<file path="src/hdl/pqm_pkg.sv">
`default_nettype none

package pqm_pkg;

    // Field widths fixed by the request and response formats
    localparam int ID_W   = 6;
    localparam int REQ_W  = 3;
    localparam int LSEL_W = 3;
    localparam int LIST_W = 3;
    localparam int ST_W   = 2;

    localparam logic [ID_W-1:0]   ID_MAX    = 6'd63;
    localparam logic [LIST_W-1:0] LIST_EXEC = 3'd0;
    localparam logic [LIST_W-1:0] LIST_NONE = 3'd5;

    typedef enum logic [REQ_W-1:0] {
        REQ_CREATE = 3'd0,
        REQ_APPEND = 3'd1,
        REQ_UNLINK = 3'd2,
        REQ_SETCUR = 3'd3,
        REQ_NEXT   = 3'd4,
        REQ_LOOKUP = 3'd5
    } t_req;

    typedef enum logic [ST_W-1:0] {
        ST_OK       = 2'd0,
        ST_BAD_LIST = 2'd1,
        ST_BAD_ID   = 2'd2
    } t_status;

    // Controller to datapath
    typedef struct packed {
        logic clear;
        logic accept;
        logic commit;
    } t_dp_cmd;

    // Datapath to controller
    typedef struct packed {
        logic clear_last;
    } t_dp_sts;

endpackage

`default_nettype wire

</file>
<file path="src/hdl/pqm_ifs.sv">
`default_nettype none

interface pqm_req_if;
    logic                         valid;
    logic                         ready;
    logic [pqm_pkg::REQ_W-1:0]    req_type;
    logic [pqm_pkg::ID_W-1:0]     proc_id;
    logic [pqm_pkg::LSEL_W-1:0]   list_sel;
    logic                         include_self;

    modport source (output valid, req_type, proc_id, list_sel, include_self, input ready);
    modport sink   (input valid, req_type, proc_id, list_sel, include_self, output ready);
endinterface

interface pqm_rsp_if;
    logic                         valid;
    logic                         ready;
    logic [pqm_pkg::ID_W-1:0]     result_id;
    logic                         found;
    logic [pqm_pkg::LIST_W-1:0]   list_of;
    logic [pqm_pkg::ST_W-1:0]     status;
    logic [pqm_pkg::ID_W-1:0]     proc_count;

    modport source (output valid, result_id, found, list_of, status, proc_count, input ready);
    modport sink   (input valid, result_id, found, list_of, status, proc_count, output ready);
endinterface

`default_nettype wire

</file>
<file path="src/hdl/pqm_ctrl.sv">
`default_nettype none

module pqm_ctrl (
    input  wire logic             i_clk,
    input  wire logic             i_rst_n,
    input  wire logic             i_req_valid,
    output logic                  o_req_ready,
    output logic                  o_rsp_valid,
    input  wire logic             i_rsp_ready,
    output pqm_pkg::t_dp_cmd      o_cmd,
    input  wire pqm_pkg::t_dp_sts i_sts
);

    typedef enum logic [2:0] {
        S_CLEAR = 3'b001,
        S_IDLE  = 3'b010,
        S_EXEC  = 3'b100
    } t_state;

    t_state r_state, n_state;
    logic   r_out_valid, n_out_valid;
    logic   accept, commit;

    assign o_req_ready = (r_state == S_IDLE);
    assign accept      = o_req_ready && i_req_valid;
    // Retire only when the output slot is free or being emptied this cycle
    assign commit      = (r_state == S_EXEC) && (!r_out_valid || i_rsp_ready);
    assign o_rsp_valid = r_out_valid;

    always_comb begin
        o_cmd.clear  = (r_state == S_CLEAR);
        o_cmd.accept = accept;
        o_cmd.commit = commit;
    end

    always_comb begin
        n_state = r_state;
        unique case (r_state)
            S_CLEAR: begin
                if (i_sts.clear_last) n_state = S_IDLE;
            end
            S_IDLE: begin
                if (accept) n_state = S_EXEC;
            end
            S_EXEC: begin
                if (commit) n_state = S_IDLE;
            end
            default: n_state = S_CLEAR;
        endcase
    end

    always_comb begin
        n_out_valid = r_out_valid;
        if (commit) begin
            n_out_valid = 1'b1;
        end else if (i_rsp_ready) begin
            n_out_valid = 1'b0;
        end
    end

    always_ff @(posedge i_clk) begin
        if (!i_rst_n) begin
            r_state     <= S_CLEAR;
            r_out_valid <= 1'b0;
        end else begin
            r_state     <= n_state;
            r_out_valid <= n_out_valid;
        end
    end

endmodule

`default_nettype wire

</file>
<file path="src/hdl/pqm_datapath.sv">
`default_nettype none

module pqm_datapath #(
    parameter int MAX_PROCS = 64,
    parameter int NUM_LISTS = 5
) (
    input  wire logic                         i_clk,
    input  wire logic                         i_rst_n,
    input  wire pqm_pkg::t_dp_cmd             i_cmd,
    output pqm_pkg::t_dp_sts                  o_sts,
    input  wire logic                         i_cfg_we,
    input  wire logic [pqm_pkg::ID_W-1:0]     i_cfg_wdata,
    input  wire logic [pqm_pkg::REQ_W-1:0]    i_req_type,
    input  wire logic [pqm_pkg::ID_W-1:0]     i_proc_id,
    input  wire logic [pqm_pkg::LSEL_W-1:0]   i_list_sel,
    input  wire logic                         i_include_self,
    output logic [pqm_pkg::ID_W-1:0]          o_result_id,
    output logic                              o_found,
    output logic [pqm_pkg::LIST_W-1:0]        o_list_of,
    output logic [pqm_pkg::ST_W-1:0]          o_status,
    output logic [pqm_pkg::ID_W-1:0]          o_proc_count
);

    localparam int IW  = $clog2(MAX_PROCS);
    localparam int LXW = (NUM_LISTS > 1) ? $clog2(NUM_LISTS) : 1;
    localparam int CW  = $clog2(MAX_PROCS + 1);
    localparam logic [IW-1:0] LAST_ADDR = IW'(MAX_PROCS - 1);

    // Per-process memories
    logic [IW-1:0]                  r_next_mem [MAX_PROCS];
    logic [IW-1:0]                  r_prev_mem [MAX_PROCS];
    logic [pqm_pkg::LIST_W-1:0]     r_memb_mem [MAX_PROCS];

    // Per-list registers
    logic [IW-1:0]                  r_head [NUM_LISTS];
    logic [IW-1:0]                  r_tail [NUM_LISTS];
    logic [NUM_LISTS-1:0]           r_nonempty;

    logic [pqm_pkg::ID_W-1:0]       r_current;
    logic [pqm_pkg::ID_W-1:0]       r_idle_pid;
    logic [CW-1:0]                  r_id_cnt;
    logic [CW-1:0]                  r_linked, n_linked;
    logic [IW-1:0]                  r_clr_addr;

    // Latched request and registered read data
    logic [pqm_pkg::REQ_W-1:0]      r_req;
    logic [pqm_pkg::ID_W-1:0]       r_pid;
    logic [pqm_pkg::LSEL_W-1:0]     r_sel;
    logic                           r_inc;
    logic [IW-1:0]                  r_nl_q;
    logic [IW-1:0]                  r_pl_q;
    logic [pqm_pkg::LIST_W-1:0]     r_ml_q;

    logic [IW-1:0]                  rd_addr;

    // Execute-stage decode
    logic [pqm_pkg::ID_W-1:0]       n_res;
    logic                           n_found;
    logic [pqm_pkg::LIST_W-1:0]     n_lst;
    logic [pqm_pkg::ST_W-1:0]       n_status;
    logic                           nl_we, pl_we, ml_we;
    logic [IW-1:0]                  nl_addr, nl_data, pl_addr, pl_data;
    logic [pqm_pkg::LIST_W-1:0]     ml_data;
    logic                           head_we, tail_we, ne_set, ne_clr;
    logic [LXW-1:0]                 w_lidx;
    logic [IW-1:0]                  head_data, tail_data;
    logic                           cur_we, idc_inc, cnt_inc, cnt_dec;

    logic                           pid_ok, sel_ok, cur_ok;
    logic [IW-1:0]                  p_addr, c_addr;
    logic [LXW-1:0]                 sel_idx, memb_idx, exec_idx;
    logic                           is_head, is_tail;

    assign o_sts.clear_last = i_cmd.clear && (r_clr_addr == LAST_ADDR);

    // Next reads at the current process, everything else at the request id
    assign rd_addr = (i_req_type == pqm_pkg::REQ_NEXT) ? IW'(r_current) : IW'(i_proc_id);

    assign pid_ok   = (32'(r_pid) < MAX_PROCS);
    assign cur_ok   = (32'(r_current) < MAX_PROCS);
    assign sel_ok   = (32'(r_sel) < NUM_LISTS);
    assign p_addr   = IW'(r_pid);
    assign c_addr   = IW'(r_current);
    assign sel_idx  = LXW'(r_sel);
    assign memb_idx = LXW'(r_ml_q);
    assign exec_idx = LXW'(pqm_pkg::LIST_EXEC);
    assign is_head  = (r_head[memb_idx] == p_addr);
    assign is_tail  = (r_tail[memb_idx] == p_addr);

    always_comb begin
        n_res     = r_pid;
        n_found   = 1'b0;
        n_lst     = pqm_pkg::LIST_NONE;
        n_status  = pqm_pkg::ST_OK;
        nl_we     = 1'b0;
        nl_addr   = r_pl_q;
        nl_data   = r_nl_q;
        pl_we     = 1'b0;
        pl_addr   = r_nl_q;
        pl_data   = r_pl_q;
        ml_we     = 1'b0;
        ml_data   = pqm_pkg::LIST_NONE;
        head_we   = 1'b0;
        tail_we   = 1'b0;
        ne_set    = 1'b0;
        ne_clr    = 1'b0;
        w_lidx    = memb_idx;
        head_data = r_nl_q;
        tail_data = r_pl_q;
        cur_we    = 1'b0;
        idc_inc   = 1'b0;
        cnt_inc   = 1'b0;
        cnt_dec   = 1'b0;
        unique case (r_req)
            pqm_pkg::REQ_CREATE: begin
                if (32'(r_id_cnt) < MAX_PROCS) begin
                    n_res   = pqm_pkg::ID_W'(r_id_cnt);
                    idc_inc = 1'b1;
                end else begin
                    n_res    = '0;
                    n_status = pqm_pkg::ST_BAD_ID;
                end
            end
            pqm_pkg::REQ_APPEND: begin
                if (!sel_ok) begin
                    n_status = pqm_pkg::ST_BAD_LIST;
                end else if (!pid_ok || r_ml_q != pqm_pkg::LIST_NONE) begin
                    n_status = pqm_pkg::ST_BAD_ID;
                end else begin
                    w_lidx    = sel_idx;
                    tail_we   = 1'b1;
                    tail_data = p_addr;
                    ml_we     = 1'b1;
                    ml_data   = pqm_pkg::LIST_W'(r_sel);
                    cnt_inc   = 1'b1;
                    if (r_nonempty[sel_idx]) begin
                        nl_we   = 1'b1;
                        nl_addr = r_tail[sel_idx];
                        nl_data = p_addr;
                        pl_we   = 1'b1;
                        pl_addr = p_addr;
                        pl_data = r_tail[sel_idx];
                    end else begin
                        head_we   = 1'b1;
                        head_data = p_addr;
                        ne_set    = 1'b1;
                    end
                end
            end
            pqm_pkg::REQ_UNLINK: begin
                if (!pid_ok || r_ml_q == pqm_pkg::LIST_NONE) begin
                    n_status = pqm_pkg::ST_BAD_ID;
                end else begin
                    ml_we   = 1'b1;
                    cnt_dec = 1'b1;
                    if (is_head && is_tail) begin
                        ne_clr = 1'b1;
                    end else if (is_head) begin
                        head_we = 1'b1;
                    end else if (is_tail) begin
                        tail_we = 1'b1;
                    end else begin
                        // Bridge the neighbors around the removed node
                        nl_we = 1'b1;
                        pl_we = 1'b1;
                    end
                end
            end
            pqm_pkg::REQ_SETCUR: begin
                if (pid_ok) begin
                    cur_we = 1'b1;
                end else begin
                    n_status = pqm_pkg::ST_BAD_ID;
                end
            end
            pqm_pkg::REQ_NEXT: begin
                if (r_current == r_idle_pid || !cur_ok || r_ml_q != pqm_pkg::LIST_EXEC) begin
                    n_res = r_nonempty[exec_idx] ? pqm_pkg::ID_W'(r_head[exec_idx])
                                                 : r_idle_pid;
                end else if (r_tail[exec_idx] == c_addr) begin
                    if (r_head[exec_idx] == c_addr) begin
                        n_res = r_inc ? r_current : r_idle_pid;
                    end else begin
                        n_res = pqm_pkg::ID_W'(r_head[exec_idx]);
                    end
                end else begin
                    n_res = pqm_pkg::ID_W'(r_nl_q);
                end
            end
            pqm_pkg::REQ_LOOKUP: begin
                if (pid_ok) n_lst = r_ml_q;
                n_found = (r_pid == r_idle_pid) || (n_lst != pqm_pkg::LIST_NONE);
            end
            default: begin
            end
        endcase
    end

    always_comb begin
        n_linked = r_linked;
        if (cnt_inc) begin
            n_linked = r_linked + CW'(1);
        end else if (cnt_dec) begin
            n_linked = r_linked - CW'(1);
        end
    end

    // Memories
    always_ff @(posedge i_clk) begin
        if (i_cmd.accept) begin
            r_nl_q <= r_next_mem[rd_addr];
            r_pl_q <= r_prev_mem[rd_addr];
            r_ml_q <= r_memb_mem[rd_addr];
        end
        if (i_cmd.commit && nl_we) r_next_mem[nl_addr] <= nl_data;
        if (i_cmd.commit && pl_we) r_prev_mem[pl_addr] <= pl_data;
        if (i_cmd.clear) begin
            r_memb_mem[r_clr_addr] <= pqm_pkg::LIST_NONE;
        end else if (i_cmd.commit && ml_we) begin
            r_memb_mem[p_addr] <= ml_data;
        end
    end

    // Request latch, list pointers and result payload
    always_ff @(posedge i_clk) begin
        if (i_cmd.accept) begin
            r_req <= i_req_type;
            r_pid <= i_proc_id;
            r_sel <= i_list_sel;
            r_inc <= i_include_self;
        end
        if (i_cmd.commit && head_we) r_head[w_lidx] <= head_data;
        if (i_cmd.commit && tail_we) r_tail[w_lidx] <= tail_data;
        if (i_cmd.commit) begin
            o_result_id  <= n_res;
            o_found      <= n_found;
            o_list_of    <= n_lst;
            o_status     <= n_status;
            o_proc_count <= (32'(n_linked) > 32'(pqm_pkg::ID_MAX)) ? pqm_pkg::ID_MAX
                                                                   : pqm_pkg::ID_W'(n_linked);
        end
    end

    always_ff @(posedge i_clk) begin
        if (!i_rst_n) begin
            r_nonempty <= '0;
            r_current  <= '0;
            r_idle_pid <= '0;
            r_id_cnt   <= '0;
            r_linked   <= '0;
            r_clr_addr <= '0;
        end else begin
            if (i_cfg_we) r_idle_pid <= i_cfg_wdata;
            if (i_cmd.clear) r_clr_addr <= r_clr_addr + IW'(1);
            if (i_cmd.commit) begin
                if (ne_set) r_nonempty[w_lidx] <= 1'b1;
                if (ne_clr) r_nonempty[w_lidx] <= 1'b0;
                if (cur_we) r_current <= r_pid;
                if (idc_inc) r_id_cnt <= r_id_cnt + CW'(1);
                r_linked <= n_linked;
            end
        end
    end

endmodule

`default_nettype wire

</file>
<file path="src/hdl/process_queue_manager.sv">
// Process queue manager: five doubly linked lists of process ids (exec, delay,
// wait, tty read, tty write) kept in per-process link and membership memories.
// The accept cycle reads the link and membership memories (registered read);
// the execute state decides, writes them back and loads the response register
// once the output register is free or being emptied. A new request is taken
// while the previous response still waits in the output register. After reset
// the membership memory is swept to "no list" one entry per cycle; no request is
// accepted during the sweep, and idle_pid writes are taken at any time.
`default_nettype none

module process_queue_manager #(
    parameter int MAX_PROCS = 64,
    parameter int NUM_LISTS = 5
) (
    input  wire logic                     i_clk,
    input  wire logic                     i_rst_n,
    input  wire logic                     i_cfg_we,
    input  wire logic [pqm_pkg::ID_W-1:0] i_cfg_wdata,
    pqm_req_if.sink                       i_req,
    pqm_rsp_if.source                     o_rsp
);

    pqm_pkg::t_dp_cmd cmd;
    pqm_pkg::t_dp_sts sts;

    pqm_ctrl u_ctrl (
        .i_clk       (i_clk),
        .i_rst_n     (i_rst_n),
        .i_req_valid (i_req.valid),
        .o_req_ready (i_req.ready),
        .o_rsp_valid (o_rsp.valid),
        .i_rsp_ready (o_rsp.ready),
        .o_cmd       (cmd),
        .i_sts       (sts)
    );

    pqm_datapath #(
        .MAX_PROCS (MAX_PROCS),
        .NUM_LISTS (NUM_LISTS)
    ) u_datapath (
        .i_clk          (i_clk),
        .i_rst_n        (i_rst_n),
        .i_cmd          (cmd),
        .o_sts          (sts),
        .i_cfg_we       (i_cfg_we),
        .i_cfg_wdata    (i_cfg_wdata),
        .i_req_type     (i_req.req_type),
        .i_proc_id      (i_req.proc_id),
        .i_list_sel     (i_req.list_sel),
        .i_include_self (i_req.include_self),
        .o_result_id    (o_rsp.result_id),
        .o_found        (o_rsp.found),
        .o_list_of      (o_rsp.list_of),
        .o_status       (o_rsp.status),
        .o_proc_count   (o_rsp.proc_count)
    );

endmodule

`default_nettype wire

</file>
<file path="src/flat_wrapper.sv">
// flat-port wrapper written by rule: the top's interface ports become plain ports
module process_queue_manager_flat 
#(
    parameter int MAX_PROCS = 64,
    parameter int NUM_LISTS = 5
)
  (i_clk, i_rst_n, i_cfg_we, i_cfg_wdata, i_req_valid, i_req_req_type, i_req_proc_id, i_req_list_sel, i_req_include_self, i_req_ready, o_rsp_valid, o_rsp_result_id, o_rsp_found, o_rsp_list_of, o_rsp_status, o_rsp_proc_count, o_rsp_ready);
  pqm_req_if i_req_i ();
  pqm_rsp_if o_rsp_i ();
  input  wire logic i_clk;
  input  wire logic i_rst_n;
  input  wire logic i_cfg_we;
  input  wire logic [pqm_pkg::ID_W-1:0] i_cfg_wdata;
  input wire logic [$bits(i_req_i.valid)-1:0] i_req_valid;
  input wire logic [$bits(i_req_i.req_type)-1:0] i_req_req_type;
  input wire logic [$bits(i_req_i.proc_id)-1:0] i_req_proc_id;
  input wire logic [$bits(i_req_i.list_sel)-1:0] i_req_list_sel;
  input wire logic [$bits(i_req_i.include_self)-1:0] i_req_include_self;
  output wire logic [$bits(i_req_i.ready)-1:0] i_req_ready;
  output wire logic [$bits(o_rsp_i.valid)-1:0] o_rsp_valid;
  output wire logic [$bits(o_rsp_i.result_id)-1:0] o_rsp_result_id;
  output wire logic [$bits(o_rsp_i.found)-1:0] o_rsp_found;
  output wire logic [$bits(o_rsp_i.list_of)-1:0] o_rsp_list_of;
  output wire logic [$bits(o_rsp_i.status)-1:0] o_rsp_status;
  output wire logic [$bits(o_rsp_i.proc_count)-1:0] o_rsp_proc_count;
  input wire logic [$bits(o_rsp_i.ready)-1:0] o_rsp_ready;
  assign i_req_i.valid = i_req_valid;
  assign i_req_i.req_type = i_req_req_type;
  assign i_req_i.proc_id = i_req_proc_id;
  assign i_req_i.list_sel = i_req_list_sel;
  assign i_req_i.include_self = i_req_include_self;
  assign i_req_ready = i_req_i.ready;
  assign o_rsp_valid = o_rsp_i.valid;
  assign o_rsp_result_id = o_rsp_i.result_id;
  assign o_rsp_found = o_rsp_i.found;
  assign o_rsp_list_of = o_rsp_i.list_of;
  assign o_rsp_status = o_rsp_i.status;
  assign o_rsp_proc_count = o_rsp_i.proc_count;
  assign o_rsp_i.ready = o_rsp_ready;
  process_queue_manager #(.MAX_PROCS(MAX_PROCS), .NUM_LISTS(NUM_LISTS)) u_core (.i_clk(i_clk), .i_rst_n(i_rst_n), .i_cfg_we(i_cfg_we), .i_cfg_wdata(i_cfg_wdata), .i_req(i_req_i), .o_rsp(o_rsp_i));
endmodule
</file>
<file path="config.mk">
export PLATFORM = sky130hd
export DESIGN_NAME = process_queue_manager_flat
export DESIGN_NICKNAME = d
export VERILOG_FILES = /design/src/hdl/pqm_pkg.sv /design/src/hdl/pqm_ifs.sv /design/src/hdl/pqm_ctrl.sv /design/src/hdl/pqm_datapath.sv /design/src/hdl/process_queue_manager.sv /design/src/flat_wrapper.sv
export SDC_FILE = /design/constraint.sdc
export NUM_CORES = 2
export LEC_CHECK = 0
export BUFFER_PORTS_ARGS = -buffer_cell sky130_fd_sc_hd__clkbuf_2
export CORE_ASPECT_RATIO = 1.25
export CORE_MARGIN = 5
export CORE_UTILIZATION = 45
export CTS_CLUSTER_DIAMETER = 40
export CTS_CLUSTER_SIZE = 14
export DETAILED_ROUTE_END_ITERATION = 8
export MAX_ROUTING_LAYER = met4
export PLACE_DENSITY = 0.72
export SYNTH_ARGS = -nofsm -noshare
export SYNTH_HDL_FRONTEND = slang
export SYNTH_SLANG_ARGS = --single-unit
</file>
<file path="constraint.sdc">
create_clock -name i_clk -period 13.9 [get_ports i_clk]
set_input_delay 1.39 -clock i_clk [delete_from_list [all_inputs] [get_ports i_clk]]
set_output_delay 1.39 -clock i_clk [all_outputs]
set_load 0.03 [all_outputs]
</file>
Yosys cells after proc, flatten, opt, wreduce, memory -nomap -nowiden
Memory sizes are Yosys's and may differ from the RTL's. A register that Yosys moved wholly into a read port is not among the register bits.
Cells that the tools add are included.
W data, S select, Z words.

cells by class
  equality and inequality tests = 22
  muxes and demuxes = 99
  order comparisons = 6
  bitwise operators = 3
  add/subtract/negate cells = 4
  reduce and logical (&&, ||, !) cells = 20

operators with widths
  kind                   number
  $mux W6                23
  $mux W1                45
  $eq A6 B6 Y1           6
  $mux W3                12
  $mux W5                4
  $eq A3 B3 Y1 const B   5
  $add A7 B1 Y7 const B  2
  $mux W7                2
  $pmux W6 S2            1
  $eq A3 B2 Y1 const B   3
  $logic_and A1 B1 Y1    9
  $pmux W3 S3            1
  $lt A3 B4 Y1 const B   2
  $mux W2                4
  $pmux W1 S2            4
  $gt A7 B6 Y1 const B   1
  $lt A7 B7 Y1 const B   1
  $sub A7 B1 Y7 const B  1
  $add A6 B1 Y6 const B  1
  $eq A3 B1 Y1 const B   2
  $eq A6 B6 Y1 const B   1
  $ne A3 B3 Y1 const B   2
  $pmux W2 S3            1
  $and A5 B5 Y5          1
  other kinds (16)       20

storage, ports and cells
  word-level logic and storage cells = 176
  bits in writable memories = 1020
  input bits = 24
  memories = 5
  register bits = 72

memory list
  name                          words  bits a word  rd ports  clocked after Yosys merged registers in  wr ports  line                text
  u_core.u_datapath.r_next_mem  64     6            1         1                                        1         pqm_datapath.sv:30  logic [IW-1:0] r_next_mem [MAX_PROCS];
  u_core.u_datapath.r_prev_mem  64     6            1         1                                        1         pqm_datapath.sv:31  logic [IW-1:0] r_prev_mem [MAX_PROCS];
  u_core.u_datapath.r_memb_mem  64     3            1         1                                        1         pqm_datapath.sv:32  logic [pqm_pkg::LIST_W-1:0] r_memb_mem [MAX_PROCS];
  u_core.u_datapath.r_head      5      6            2         0                                        1         pqm_datapath.sv:35  logic [IW-1:0] r_head [NUM_LISTS];
  u_core.u_datapath.r_tail      5      6            3         1                                        1         pqm_datapath.sv:36  logic [IW-1:0] r_tail [NUM_LISTS];

Logic depth before layout (Yosys ltp)
  word-level depth = 14
  gate-level depth with buffers = 12
  depth with buffers taken out = 8

Hierarchy
Synthesis repeated with hierarchy kept, for this count alone.

unflattened totals
  cells, all modules = 3450
  area total of the unflattened synthesis = 47141.5 um^2

modules (own cells, without submodules)
  module        cells an instance  area each (um^2)  seq. area each (um^2)  times used
  pqm_datapath  3423               46898.7           32811.5                1
  pqm_ctrl      27                 242.7             80.1                   1

Worst setup path after synthesis
No wires, ideal clock.

  path type = input to register
  start point = input port o_rsp_ready
  end point = memory u_core.u_datapath.r_memb_mem[0][1] in the netlist's numbering, data pin
  data required time = 13.220 ns
  arrival = 4.487 ns
  library setup time = 0.680 ns
  setup slack = 8.732 ns
  path buffers = 2
  stages = 5
  cell sequence = nor2b_1 -> nand2b_1 -> clkbuf_1 -> clkbuf_1 -> nor3_1

on the way
  word-level cells in the longest chain between the ends = 8

ends and longest elaborated chain
  element                            line                 text
  from (decl)                        flat_wrapper.sv:26   input wire logic [$bits(o_rsp_i.ready)-1:0] o_rsp_ready;
  $logic_or A1 B1 Y1                 pqm_ctrl.sv:27       assign commit = (r_state == S_EXEC) && (!r_out_valid || i_rsp_ready);
  $logic_and A1 B1 Y1                pqm_ctrl.sv:27
  $logic_and A1 B1 Y1                pqm_datapath.sv:219  end else if (i_cmd.commit && ml_we) begin
  $mux W1                            pqm_datapath.sv:219
  $mux W1                            pqm_datapath.sv:217  if (i_cmd.clear) begin
  $mux W1 (not written as such)      pqm_datapath.sv:220  r_memb_mem[p_addr] <= ml_data;
  $reduce_or A3 Y1 (no source line)  -
  $mux W3 (no source line)           -
  to (decl)                          pqm_datapath.sv:32

No other way between the ends.

Worst setup path after layout
  start point = input port i_req_req_type[1]
  end point = register u_core.u_datapath.r_nl_q[4] (read register of u_core.u_datapath.r_next_mem), data pin

on the way
  word-level cells in the longest chain between the ends = 2

ends and longest elaborated chain
  element       line                text
  from (decl)   flat_wrapper.sv:15  input wire logic [$bits(i_req_i.req_type)-1:0] i_req_req_type;
  $eq A3 B3 Y1  pqm_datapath.sv:77  assign rd_addr = (i_req_type == pqm_pkg::REQ_NEXT) ? IW'(r_current) : IW'(i_proc_id);
  $mux W6       pqm_datapath.sv:77
  to (decl)     pqm_datapath.sv:50  logic [IW-1:0] r_nl_q;

No other way between the ends.
A chain may end at the register's enable or synchronous reset.

==> impl_metrics.tcl <==
set metrics [dict create \
    core.rowCount 132 \
    drt-vias-per-instance 5.933 \
    synth_fp_nets 3557 \
    htreeDepth 3 \
    syn_avg_cell_area_um2 13.30 \
    maxSlewHeadroom_pct 7.558 \
    coreArea_um2 103600 \
    io_pins 44 \
    dieArea_um2 110900 \
    drc 0 \
    hp-class "reg2reg" \
    synth_flop_cell "edfxtp_1" \
    fin_tns_setup_ps 0 \
    antenna_found_initial 0 \
    yosysTopAreaCell "edfxtp_1" \
    tightest_slew_ps 1376 \
    cap_violations 0 \
    start_util_pct 45.32 \
    clock_sinks 1110 \
    seq_area_um2 32890 \
    period_needed_ps 5547 \
    cp-start-kind "primary input" \
    synth_top_cells_by_area "edfxtp_1 68%, nand2_1 6.2%, mux2i_1 2.9%" \
    globalplace.congestion 0.8868 \
    min_period_over_period_pct 39.90 \
    rsz0062_at_grt "false" \
    final_cell_mix "1,066 x edfxtp_1, 770 x nand2_1, 273 x nand3_1" \
    multi_input_area_um2 12820 \
    drv_slew 0 \
    end_kind "flop" \
    fin_nets 3543 \
    final_cell_area_um2 51730 \
    fill_cells 8567 \
    ys_types 76 \
    first_pass_iters 5 \
    root_buffer "clkbuf_16" \
    path_class "in2reg" \
    final_hold_viol_count 0 \
    yosysWarnings 0 \
    dieHeight_um 371.0 \
    grt_max_degree 127 \
    drt_iter0_drc 3426 \
    grt_pass1_vias 28775 \
    layout_commonest_cell "edfxtp_1" \
    post_drt_wl_per_cell_um 23.78 \
    max_freq_mhz 180.3 \
    synth-seq-cells 1110 \
    vdd_drop_max_mv 0.1011 \
    die_x_um 298.8 \
    postCtsHoldBufs 0 \
    cp.required_ps 14370 \
    cellPowerDensity_nw_per_um2 130.8 \
    outcome "finished, final reports clean" \
    synth_top_area_share_pct 68.21 \
    finalPower_mw 6.768 \
    placed_cell_area_um2 48270 \
    portBuffers 43 \
    num_vias 29244 \
    post_cts_resized 0 \
    clock_path_buffers 3 \
    yosysSeqAreaShare_pct 70.09 \
    power_leakage_nw 17.11 \
    grt.total_usage_pct 21.37 \
    clk_pin_slew_ps 60 \
    setup_viol 0 \
    clock_skew_ps 33.77 \
    synthCells 3529 \
    wirelength_um 117200 \
    cts_tree "yes" \
    grt_pass1_wl_um 177300 \
    ys_async_sr_fraction_pct 0 \
    worstSkewPairLatency_ps 730 \
    post_cts_buffers 0 \
    cts_buffers 106 \
    drtAntennaViolNets 0 \
    synth_area_um2 46930 \
    syn2layout_area_growth_pct 10.23 \
    drive_gt1_share_pct 11.59 \
    post-route-util_pct 49.95 \
    cp_max_fo 103 \
    grt.overflow.total 0 \
    dpl.hpwl_um 71660 \
    cp.arrival_ps 6010 \
    synth_edf_count 1066 \
]
## worst max-delay path: stages
cell and delay (ps):
clkbuf_2 110, or3b_2 470, buf_4 330, mux2_8 800, buf_4 760, buf_4 890, mux4_2 410, nand2_1 80
o21ai_0 80, or4_1 500
## layer usage
metal / part of all wire [%] / GRT usage (%)
met5: 0 / -
met4: 4.5 / 9.319
met3: 7.7 / 3.553
met2: 50 / 35.34
met1: 38 / 26.22
## final cells by class
| cell class | count | area share (%) |
|---|---|---|
| diodes | 1 | 0.004838 |
| clock buffers | 120 | 5.249 |
| clock inverters | 61 | 1.434 |
| inverters | 45 | 0.3265 |
| multi-input cells | 2145 | 24.79 |
| flip-flops and latches | 1110 | 63.58 |
| well taps | 1340 | 3.241 |
| repair buffers | 107 | 1.369 |
## worst paths after layout
| path | from | endpoint | slack [ps] | cells after the start |
|---|---|---|---|---|
| min | u_core.u_datapath.r_nonempty[1]$_SDFFE_PN0P_ | u_core.u_datapath.r_nonempty[1]$_SDFFE_PN0P_ | 550 | 2 |
| min reg2reg | u_core.u_datapath.r_nonempty[1]$_SDFFE_PN0P_ | u_core.u_datapath.r_nonempty[1]$_SDFFE_PN0P_ | 550 | 2 |
| max | i_req_req_type[1] | u_core.u_datapath.r_nl_q[4]$_DFFE_PP_ | 8350 | 10 |
| max reg2reg | u_core.u_datapath.memb_idx[0]$_DFFE_PP_ | u_core.u_datapath.r_prev_mem[49][0]$_DFFE_PP_ | 9270 | 9 |
## power breakdown
part           internal [mW]  total, mW  switching (mW)
Sequential              3.62       3.62         0.00466
Combinational         0.0865      0.289           0.203
Clock                   1.59       2.86            1.27
## synthesized netlist by cell type, types with 31 or more instances
cell	n
buf_2	71
dfxtp_1	44
mux2i_1	137
xnor2_1	37
nor3_1	88
mux4_2	43
clkbuf_1	106
a211oi_1	31
nand3_1	273
nor2_1	187
a31oi_1	51
mux2_2	40
o21ai_0	63
inv_1	45
a32oi_1	33
nand4_1	54
nand2_1	773
a21oi_1	35
edfxtp_1	1066
## metrics by stage
step	hold WS, ps	worst slack (ps)	std cells
floorplan	493.0	8732	3529
finish	549.4	8353	4929
global placement	513.8	7652	4747
detailed placement	524.5	7578	4747
CTS	546.4	8375	4928
global route	585.8	8117	4928
## state kept, by name, indices dropped and copies added (netlist names), 7 cells and up, named ones only
register,count
u_core.u_datapath.r_prev_mem,384
u_core.u_datapath.r_next_mem,384
u_core.u_datapath.r_linked,7
u_core.u_datapath.r_head,30
u_core.u_datapath.r_id_cnt,7
u_core.u_datapath.r_tail,30
u_core.u_datapath.r_memb_mem,192
## kinds of logic (layout without fill, tap and decap cells)
| group | Yosys count | in the layout | share of synthesized area, % |
|---|---|---|---|
| multiplexers | 224 | 224 | 6.087 |
| other | 0 | 1 | 0 |
| XOR/XNOR | 60 | 60 | 1.120 |
| buffers and inverters | 274 | 333 | 2.800 |
| AND/OR/NAND/NOR | 1503 | 1503 | 14.19 |
| AO/OA/AOI/OAI | 354 | 354 | 5.605 |
| adder cells (fa/ha/maj) | 4 | 4 | 0.1067 |
| flip-flops | 1110 | 1110 | 70.09 |
Note: power is estimated with default switching activity, not from simulation.
